### config.mk
export PLATFORM = sky130hd
export DESIGN_NAME = yuv_rgb_to_masked_pixel
export DESIGN_NICKNAME = d
export VERILOG_FILES = /design/src/rtl/core/yrm_pkg.sv /design/src/rtl/core/yuv_rgb_to_masked_pixel.sv
export SDC_FILE = /design/constraint.sdc
export NUM_CORES = 1
export LEC_CHECK = 0
export BUFFER_PORTS_ARGS = -buffer_cell sky130_fd_sc_hd__buf_2
export CORE_AREA = 3 3 224 226
export DETAILED_ROUTE_END_ITERATION = 8
export DIE_AREA = 0 0 227 229
export SYNTH_ARGS = -nofsm -noshare
export SYNTH_HDL_FRONTEND = slang
export SYNTH_SLANG_ARGS = --single-unit
### constraint.sdc
create_clock -name clk -period 10.5 [get_ports clk]
set_input_delay 2.1 -clock clk [delete_from_list [all_inputs] [get_ports clk]]
set_output_delay 2.1 -clock clk [all_outputs]
set_load 0.05 [all_outputs]
### src/rtl/core/yrm_pkg.sv
// Package: codes, channel placement type and pixel math helpers.
`timescale 1ns / 1ps

package yrm_pkg;

    localparam int CFG_INDEX_W = 3;
    localparam int CFG_DATA_W  = 32;
    localparam int IN_W        = 24;
    localparam int OUT_W       = 32;

    // Register indexes of the configuration port
    typedef enum logic [CFG_INDEX_W-1:0] {
        REG_SOURCE_FORMAT  = 3'd0,
        REG_CHROMA_PRESENT = 3'd1,
        REG_RED_MASK       = 3'd2,
        REG_GREEN_MASK     = 3'd3,
        REG_BLUE_MASK      = 3'd4
    } cfg_reg_t;

    // Source formats; the unused code behaves as YUV
    typedef enum logic [1:0] {
        FMT_RGB24 = 2'd0,
        FMT_BGR24 = 2'd1,
        FMT_YUV   = 2'd2
    } fmt_t;

    // BT.601 factors, 18-bit signed fixed point with 16 fraction bits
    localparam logic signed [17:0] K_RV = 18'sd91881;
    localparam logic signed [17:0] K_GU = 18'sd22554;
    localparam logic signed [17:0] K_GV = 18'sd46802;
    localparam logic signed [17:0] K_BU = 18'sd116130;
    localparam logic [8:0]         CHROMA_BIAS = 9'd128;

    // Placement of one channel: enable, lowest mask bit, right shift of the byte
    typedef struct packed {
        logic       en;
        logic [4:0] lsb;
        logic [2:0] rsh;
    } chan_t;

    // Reduce a channel mask to its lowest run of set bits
    function automatic chan_t decode_mask(input logic [31:0] mask);
        chan_t      ch;
        logic [31:0] run;
        logic [3:0] bits;
        logic       stop;
        ch.en  = |mask;
        ch.lsb = '0;
        for (int i = 31; i >= 0; i--)
        begin
            if (mask[i])
            begin
                ch.lsb = 5'(i);
            end
        end
        run  = mask >> ch.lsb;
        bits = '0;
        stop = 1'b0;
        for (int j = 0; j < 8; j++)
        begin
            if (!stop && run[j])
            begin
                bits = bits + 4'd1;
            end
            else
            begin
                stop = 1'b1;
            end
        end
        ch.rsh = 3'(4'd8 - bits);
        return ch;
    endfunction

    localparam chan_t RED_RESET   = decode_mask(32'h00FF_0000);
    localparam chan_t GREEN_RESET = decode_mask(32'h0000_FF00);
    localparam chan_t BLUE_RESET  = decode_mask(32'h0000_00FF);

    // Clamp a signed sum to a byte
    function automatic logic [7:0] sat_byte(input logic signed [10:0] s);
        logic [7:0] r;
        if (s[10])
        begin
            r = 8'd0;
        end
        else if (s[9:8] != 2'b00)
        begin
            r = 8'd255;
        end
        else
        begin
            r = s[7:0];
        end
        return r;
    endfunction

    // Place a byte under its channel mask
    function automatic logic [31:0] place_channel(input chan_t ch, input logic [7:0] val);
        logic [31:0] r;
        if (!ch.en)
        begin
            r = '0;
        end
        else
        begin
            r = {24'd0, val >> ch.rsh} << ch.lsb;
        end
        return r;
    endfunction

endpackage

### src/rtl/core/yuv_rgb_to_masked_pixel.sv
// Top level: pixel format conversion and mask packing, one item per clock while m_tready is high.
`timescale 1ns / 1ps

// Channel   Signals                     Payload
// s_*       s_tvalid s_tready s_tdata   component_first/second/third
// m_*       m_tvalid m_tready m_tdata   packed_pixel
// cfg_*     cfg_we cfg_index cfg_data   five configuration registers
//
// Items pass through the input register, then conversion and packing into the
// result register. One item is accepted every clock while m_tready is high.
// A stalled result holds; the input register still takes one more item if empty.
// Reset clears both valid flags and loads the register defaults; there is no
// clearing pass. Mask writes are decoded into shift and width at the write.
module yuv_rgb_to_masked_pixel
    import yrm_pkg::*;
(
    input  logic                   clk,
    input  logic                   rst_n,
    input  logic                   s_tvalid,
    output logic                   s_tready,
    // [7:0] component_first, [15:8] component_second, [23:16] component_third
    input  logic [IN_W-1:0]        s_tdata,
    output logic                   m_tvalid,
    input  logic                   m_tready,
    // [31:0] packed_pixel
    output logic [OUT_W-1:0]       m_tdata,
    input  logic                   cfg_we,
    input  logic [CFG_INDEX_W-1:0] cfg_index,
    input  logic [CFG_DATA_W-1:0]  cfg_data
);

    logic [1:0]  source_format_reg;
    logic        chroma_present_reg;
    chan_t       red_reg;
    chan_t       green_reg;
    chan_t       blue_reg;

    logic        s1_valid_reg;
    logic [7:0]  c0_reg;
    logic [7:0]  c1_reg;
    logic [7:0]  c2_reg;
    logic        m_valid_reg;
    logic [31:0] m_data_reg;

    logic        adv_out;
    logic        adv_in;

    logic signed [8:0]  u_s;
    logic signed [8:0]  v_s;
    logic signed [26:0] prod_r;
    logic signed [26:0] prod_g;
    logic signed [26:0] prod_b;
    logic signed [10:0] sum_r;
    logic signed [10:0] sum_g;
    logic signed [10:0] sum_b;
    logic [7:0]  red;
    logic [7:0]  green;
    logic [7:0]  blue;
    logic [31:0] m_data_next;

    // Write configuration; masks are stored as decoded placements
    always_ff @(posedge clk or negedge rst_n)
    begin
        if (!rst_n)
        begin
            source_format_reg  <= FMT_YUV;
            chroma_present_reg <= 1'b1;
            red_reg            <= RED_RESET;
            green_reg          <= GREEN_RESET;
            blue_reg           <= BLUE_RESET;
        end
        else if (cfg_we)
        begin
            unique case (cfg_index)
                REG_SOURCE_FORMAT:  source_format_reg  <= cfg_data[1:0];
                REG_CHROMA_PRESENT: chroma_present_reg <= cfg_data[0];
                REG_RED_MASK:       red_reg            <= decode_mask(cfg_data);
                REG_GREEN_MASK:     green_reg          <= decode_mask(cfg_data);
                REG_BLUE_MASK:      blue_reg           <= decode_mask(cfg_data);
                default:            ;
            endcase
        end
    end

    // Advance the two stages when the stage ahead is free or draining
    assign adv_out  = !m_valid_reg || m_tready;
    assign adv_in   = !s1_valid_reg || adv_out;
    assign s_tready = adv_in;

    always_ff @(posedge clk or negedge rst_n)
    begin
        if (!rst_n)
        begin
            s1_valid_reg <= 1'b0;
            m_valid_reg  <= 1'b0;
        end
        else
        begin
            if (adv_in)
            begin
                s1_valid_reg <= s_tvalid;
            end
            if (adv_out)
            begin
                m_valid_reg <= s1_valid_reg;
            end
        end
    end

    // Hold input payload
    always_ff @(posedge clk)
    begin
        if (adv_in && s_tvalid)
        begin
            c0_reg <= s_tdata[7:0];
            c1_reg <= s_tdata[15:8];
            c2_reg <= s_tdata[23:16];
        end
    end

    // Chroma offsets and fixed-point products
    always_comb
    begin
        if (chroma_present_reg)
        begin
            u_s = $signed({1'b0, c1_reg} - CHROMA_BIAS);
            v_s = $signed({1'b0, c2_reg} - CHROMA_BIAS);
        end
        else
        begin
            u_s = '0;
            v_s = '0;
        end
        prod_r = K_RV * v_s;
        prod_g = K_GU * u_s + K_GV * v_s;
        prod_b = K_BU * u_s;
        // floor shift by 16 is the upper bits of the product
        sum_r  = $signed({3'b000, c0_reg}) + $signed(prod_r[26:16]);
        sum_g  = $signed({3'b000, c0_reg}) - $signed(prod_g[26:16]);
        sum_b  = $signed({3'b000, c0_reg}) + $signed(prod_b[26:16]);
    end

    // Select components by source format
    always_comb
    begin
        case (source_format_reg)
            FMT_RGB24:
            begin
                red   = c0_reg;
                green = c1_reg;
                blue  = c2_reg;
            end
            FMT_BGR24:
            begin
                red   = c2_reg;
                green = c1_reg;
                blue  = c0_reg;
            end
            default:
            begin
                red   = sat_byte(sum_r);
                green = sat_byte(sum_g);
                blue  = sat_byte(sum_b);
            end
        endcase
        m_data_next = place_channel(red_reg, red)
                    | place_channel(green_reg, green)
                    | place_channel(blue_reg, blue);
    end

    // Hold result payload
    always_ff @(posedge clk)
    begin
        if (adv_out && s1_valid_reg)
        begin
            m_data_reg <= m_data_next;
        end
    end

    assign m_tvalid = m_valid_reg;
    assign m_tdata  = m_data_reg;

endmodule

==> results of run 1 <==
-- repair_timing --
action	in CTS	in global routing
hold buffers	0	0
gates resized for setup	1	68
endpoints found under the setup margin	1	32
pin swaps	0	19
setup buffers	0	5
endpoints found under the hold margin	0	0
-- critical path: cells and delay by family (launching register included) --
family / cells / cell delay, ns
xor+xnor: 2 / 0.28
flops: 1 / 0.69
compound gates: 23 / 4.74
buf+inv: 1 / 0.14
fa+ha+maj: 8 / 2.60
simple gates: 7 / 1.24
-- power groups by stage --
stage | combinational (uW) | clock [uW] | sequential [uW]
6_report | 5470 | 355 | 543
5_1_grt | 6070 | 377 | 552
4_1_cts | 5190 | 367 | 540
3_5_place_dp | 5140 | 0 | 547
3_3_place_gp | 5090 | 0 | 544
2_1_floorplan | 3910 | 0 | 529
-- worst min path at each step --
stage	start	end	slack, ns
floorplan	s1_valid_reg	m_tvalid	0.45
global placement	s1_valid_reg	m_tvalid	0.47
detailed placement	s1_valid_reg	m_tvalid	0.47
CTS	s1_valid_reg	m_tvalid	0.49
global route	s1_valid_reg	m_tvalid	0.51
finish	s1_valid_reg	m_tvalid	0.49
-- cell usage after synthesis, drive strengths merged (38+ instances only) --
master    n
ha      282
inv     225
nand2   205
nor2    156
o21ai   150
a21oi   121
fa       94
clkbuf   71
nand3    68
edfxtp   56
mux2i    54
nor3     48
xnor2    47
and2     44
a211oi   40
o211ai   38
-- layout make-up --
class / instances / area (um2) / share of cell area [%]
multi-input combinational: 1940 / 15900 / 74.8
sequential: 88 / 2490 / 11.8
timing repair buffer: 151 / 903 / 4.26
inverter: 231 / 872 / 4.11
tap: 622 / 778 / 3.67
clock buffer: 9 / 225 / 1.06
clock inverter: 7 / 77.6 / 0.366
-- kinds of logic (layout without fill, tap and decap cells) --
group | Yosys count | count (layout) | share of synthesized area (%)
XOR/XNOR | 81 | 81 | 3.71
AND/OR/NAND/NOR | 713 | 713 | 18.3
buffers and inverters | 329 | 398 | 6.66
adder cells (fa/ha/maj) | 376 | 376 | 28.0
multiplexers | 83 | 83 | 5.15
AO/OA/AOI/OAI | 687 | 687 | 25.3
flip-flops | 88 | 88 | 12.9
-- through the flow --
step / utilization (%) / setup TNS (ns)
2_1_floorplan: - / 0
5_1_grt: 43.7 / -0.0960
6_report: 43.7 / 0
3_3_place_gp: 42.3 / 0
3_5_place_dp: 42.3 / 0
4_1_cts: 43.0 / 0
-- per-layer routing --
layer	wire length, um	global-route usage (%)	vias to the layer above
li1	-	-	8874
met1	29200	33.8	9094
met2	28900	39.3	681
met3	3930	3.37	79
met4	1040	4.84	0
met5	0	0	-
-- cells in the final DEF, fill, tap and decap left out, types with 27 or more instances in the layout --
cell type	instances
a211oi_1	31
a21o_1	34
a21oi_1	108
and2_1	41
buf_2	97
buf_4	53
edfxtp_1	56
fa_1	94
ha_1	281
inv_1	224
mux2i_1	50
nand2_1	201
nand2b_1	30
nand3_1	67
nor2_1	152
nor3_1	44
o211ai_1	38
o21a_1	27
o21ai_0	125
xnor2_1	45
xor2_1	34
==> impl_metrics.env, run 1 <==
export IMPL_status="finished clean"
export IMPL_place_congestion=0.967
export IMPL_vias=18700
export IMPL_finalCritPeriodShare_pct=95.0
export IMPL_power_density_nw_per_um2=300
export IMPL_r2r_end="m_tdata[30]"
export IMPL_synth_seq_cells=88
export IMPL_cts_sinks=88
export IMPL_crit_start="chroma_present_reg"
export IMPL_synth_ff_type="edfxtp_1"
export IMPL_track_usage_pct=24.0
export IMPL_dpl_hpwl_mm=51.4
export IMPL_antenna_found_initial=0
export IMPL_crit_path_start_kind="flop"
export IMPL_post_route_min_period_ns=9.98
export IMPL_fin_skew_ns=0.0132
export IMPL_numCtsBuffers=9
export IMPL_syn_to_final_growth_pct=9.69
export IMPL_maxSlewHeadroom_pct=17.8
export IMPL_seq_area_frac_synth_pct=12.9
export IMPL_yosysTopAreaCell="ha_1"
export IMPL_cts_tree="built"
export IMPL_comb_power_share_pct=85.9
export IMPL_io_buffers=97
export IMPL_p_switching_uw=3550
export IMPL_fin_area_um2=21200
export IMPL_path_max_fanout=10
export IMPL_maxSlewViolCount=0
export IMPL_hold_path_class="reg2reg"
export IMPL_clockBufferDepth=2
export IMPL_dpl_cell_area_um2=20600
export IMPL_seqPwrFrac_pct=8.5
export IMPL_finalNetCount=2861
export IMPL_p_leak_uw=0.00984
export IMPL_first_global_vias=18300
export IMPL_via_per_inst=6.14
export IMPL_worstHoldPathCells=1
export IMPL_grt_first_pass_wirelength_mm=99.8
export IMPL_dr_pass1_iters=6
export IMPL_wl_per_cell_um=20.7
export IMPL_yosysWarnings=0
export IMPL_max_stage_delay_ns=0.69
export IMPL_final_cells=3048
export IMPL_root_buffer="clkbuf_16"
export IMPL_grt_ovfl_total=0
export IMPL_wl_mm=63.0
export IMPL_drcViolationCount=0
export IMPL_pwr_share_clk_pct=5.6
export IMPL_nFillCells=4758
export IMPL_synth_async_reset_ratio_pct=36.4
export IMPL_die_y_um=229
export IMPL_max_cap_violations=0
export IMPL_dpl_cell_count=3027
export IMPL_syn_nets=2797
export IMPL_clk_pin_slew_ns=0.08
export IMPL_detail_route_antenna_nets=0
export IMPL_tightest_slew_ns=1.23
export IMPL_core_region_area_um2=48500
export IMPL_grt_max_degree=41
export IMPL_syn_area_um2=19300
export IMPL_synth_top_area_share_pct=18.3
export IMPL_r2r_start="chroma_present_reg"
export IMPL_setup_ws_ns=0.524
export IMPL_ys_top_cells_by_area="ha_1 18%, fa_1 9.7%, edfxtp_1 8.7%"
export IMPL_finalPower_uw=6360
export IMPL_netlist_instances=2357
export IMPL_cp_slowest_cell="dfstp_4"
export IMPL_diodes=0
export IMPL_die_area_um2=52000
export IMPL_r2r_slack_ns=0.52
export IMPL_endpoint="m_tdata[30]"
export IMPL_synth_cell_type_count=114
export IMPL_die_w_um=227
export IMPL_drtIter0Drc=1636
export IMPL_max_freq_mhz=100
export IMPL_synth_edf_count=56
export IMPL_worstSetupEndpointType="flop"
export IMPL_worstSetupPathType="reg2reg"
export IMPL_syn_area_per_cell_um2=8.20
export IMPL_r2r_cells=41
export IMPL_rows=81
export IMPL_crit_path_frequent_cell="ha_1"
export IMPL_pre_cts_ws_ns=0.0420
export IMPL_clock_latency_ns=0.39
export IMPL_switching_share_pct=55.8
export IMPL_start_util_pct=39.8
export IMPL_cp_arrival_ns=10.10
export IMPL_ioPinCount=98
export IMPL_htree_levels=3
export IMPL_drive_gt1_share_pct=13.3
export IMPL_peakVddDrop_v=0.000276
export IMPL_intPower_uw=2820
export IMPL_required_ns=10.63
export IMPL_hold_ws_ns=0.494
export IMPL_largest_reg_flops=32
export IMPL_setup_viol=0
export IMPL_finalHoldViolCount=0
No activity file was read; power rests on OpenSTA's default activity.
==> inputs of run 2 (changes only) <==
--- a/config.mk
+++ b/config.mk
@@ -5,10 +5,11 @@
 export SDC_FILE = /design/constraint.sdc
 export NUM_CORES = 1
 export LEC_CHECK = 0
+export ABC_AREA = 1
 export BUFFER_PORTS_ARGS = -buffer_cell sky130_fd_sc_hd__buf_2
-export CORE_AREA = 3 3 224 226
+export CORE_AREA = 3 3 212 214
 export DETAILED_ROUTE_END_ITERATION = 8
-export DIE_AREA = 0 0 227 229
+export DIE_AREA = 0 0 215 217
 export SYNTH_ARGS = -nofsm -noshare
 export SYNTH_HDL_FRONTEND = slang
 export SYNTH_SLANG_ARGS = --single-unit
==> run 2 against run 1 <==
Net effect: utilization down 0.24 points; routed wire length down 16%; cell count up 2.8%; highest routed layer unchanged; via count down 10%; critical endpoint is now m_tdata[21]; critical path depth up 9; area after synthesis down 11%; largest cell class unchanged.
==> impl_metrics.env, run 2 <==
export IMPL_ys_top_cells_by_area="ha_1 20%, nand2_1 13%, fa_1 11%"
export IMPL_numCtsBuffers=9
export IMPL_drcViolationCount=0
export IMPL_worstSetupPathType="reg2reg"
export IMPL_path_max_fanout=16
export IMPL_core_region_area_um2=43100
export IMPL_grt_first_pass_wirelength_mm=85.8
export IMPL_vias=16800
export IMPL_clockBufferDepth=2
export IMPL_grt_ovfl_total=0
export IMPL_largest_reg_flops=32
export IMPL_fin_area_um2=18700
export IMPL_power_density_nw_per_um2=362
export IMPL_r2r_start="chroma_present_reg"
export IMPL_peakVddDrop_v=0.000480
export IMPL_wl_mm=53.2
export IMPL_via_per_inst=5.36
export IMPL_syn_to_final_growth_pct=8.28
export IMPL_synth_edf_count=56
export IMPL_antenna_found_initial=0
export IMPL_max_freq_mhz=104
export IMPL_finalNetCount=2983
export IMPL_clk_pin_slew_ns=0.07
export IMPL_die_y_um=217
export IMPL_dr_pass1_iters=5
export IMPL_worstHoldPathCells=2
export IMPL_start_util_pct=40.1
export IMPL_first_global_vias=16500
export IMPL_dpl_cell_area_um2=18400
export IMPL_drtIter0Drc=1533
export IMPL_r2r_cells=50
export IMPL_cp_arrival_ns=9.68
export IMPL_cp_slowest_cell="dfstp_4"
export IMPL_htree_levels=3
export IMPL_seq_area_um2=2490
export IMPL_final_core_util_pct=43.4
export IMPL_min_to="m_tvalid"
export IMPL_status="finished clean"
export IMPL_r2r_slack_ns=0.93
export IMPL_multiInputGateArea_um2=13200
export IMPL_syn_area_per_cell_um2=6.99
export IMPL_die_w_um=215
export IMPL_syn_nets=2913
export IMPL_wl_per_cell_um=17.0
export IMPL_crit_path_start_kind="flop"
export IMPL_place_congestion=0.982
export IMPL_worstSetupEndpointType="flop"
export IMPL_netlist_instances=2473
export IMPL_mostFrequentLayoutCell="nand2_1"
export IMPL_hold_path_class="reg2reg"
export IMPL_dpl_hpwl_mm=44.3
export IMPL_detail_route_antenna_nets=0
export IMPL_synth_seq_cells=88
export IMPL_crit_path_frequent_cell="nand2_1"
export IMPL_layout_common_cells="581 x nand2_1, 363 x inv_1, 350 x nand3_1"
export IMPL_p_leak_uw=0.0102
export IMPL_ioPinCount=98
export IMPL_cts_hold_buf=0
export IMPL_maxSlewViolCount=0
export IMPL_track_usage_pct=22.7
export IMPL_synth_cell_type_count=57
export IMPL_cts_sinks=88
export IMPL_drive_gt1_share_pct=7.46
export IMPL_die_area_um2=46700
export IMPL_hp_start="s1_valid_reg"
export IMPL_yosysWarnings=0
export IMPL_root_buffer="clkbuf_16"
export IMPL_diodes=0
export IMPL_cts_tree="built"
export IMPL_finalHoldViolCount=0
export IMPL_synth_ff_type="edfxtp_1"
export IMPL_max_cap_violations=0
export IMPL_synth_common_cells="581 x nand2_1, 364 x inv_1, 350 x nand3_1"
export IMPL_yosysMostFrequentCell="nand2_1"
export IMPL_post_route_min_period_ns=9.57
export IMPL_tightest_slew_ns=1.09
export IMPL_max_stage_delay_ns=0.76
export IMPL_yosysTopAreaCell="ha_1"
export IMPL_setup_viol=0
export IMPL_clock_latency_ns=0.36
export IMPL_synth_top_area_share_pct=20.4
export IMPL_seq_area_frac_synth_pct=14.4
export IMPL_required_ns=10.61
export IMPL_maxSlewHeadroom_pct=27.4
export IMPL_finalCritPeriodShare_pct=91.1
export IMPL_r2r_end="m_tdata[21]"
export IMPL_synth_async_reset_ratio_pct=36.4
export IMPL_grt_max_degree=38
export IMPL_rows=76
export IMPL_io_buffers=97
export IMPL_syn_area_um2=17300
export IMPL_nFillCells=4483
export IMPL_fin_skew_ns=0.0153
run 2: routing by layer:
metal	global-route usage, %	routed length (um)
met4	4.63	967
met2	38.1	24100
met3	2.46	3130
met1	31.9	25000
met5	0	0
run 2: cell families (layout without fill, tap and decap cells):
logic type / after synthesis / after routing / synth area share, %
AOI/OAI and AO/OA: 329 / 329 / 10.7
xor gates and xnor gates: 91 / 91 / 4.66
adders and majority gates: 376 / 376 / 31.3
buffers and inverters: 438 / 513 / 9.75
DFF: 88 / 88 / 14.4
muxes: 5 / 5 / 0.290
and+or+nand+nor: 1146 / 1146 / 28.9
run 2: what timing repair did:
item                                    4_1_cts  5_1_grt
endpoints found under the setup margin        0       32
buffers inserted                              0        3
resized for setup                             0       17
run 2: per-stage QoR:
stage	setup slack, ns	setup TNS, ns	cells	hold slack [ns]	total power, uW
global route	-0.0205	-0.0407	3133	0.551	7670
floorplan	1.76	0	2473	0.447	4990
detailed placement	0.434	0	3114	0.493	6270
CTS	0.393	0	3130	0.509	6640
global placement	0.668	0	3114	0.468	6180
finish	0.929	0	3133	0.508	6770
run 2: worst max-delay path by stage:
stage / end / startpoint / cells after the start
5_1_grt: m_tdata[14] / chroma_present_reg / 59
2_1_floorplan: m_tdata[14] / chroma_present_reg / 49
4_1_cts: m_tdata[22] / chroma_present_reg / 61
6_report: m_tdata[21] / chroma_present_reg / 50
3_5_place_dp: m_tdata[22] / chroma_present_reg / 61
3_3_place_gp: m_tdata[30] / chroma_present_reg / 61
run 2: worst max-delay path, delay by kind of cell, from the launching register on:
kind                       cells  cell delay, ns
buffers and inverters          7            0.57
xor gates and xnor gates       2            0.32
AOI/OAI and AO/OA             17            2.93
and+or+nand+nor               17            2.18
DFF                            1            0.76
adders and majority gates      7            2.50
run 2: cell type report:
class                      count  share of cell area, %
clock buffer                  14                   1.36
clock inverter                 2                 0.0802
inverter                     380                   7.62
multi-input combinational   1947                   70.3
sequential                    88                   13.3
tap                          585                   3.91
timing repair buffer         117                   3.40
run 2: report_power, final:
part           switching, uW  total [uW]  internal (uW)
clock network            139         307            167
registers               78.9         514            435
logic                   3660        5950           2290
total                   3880        6770           2890
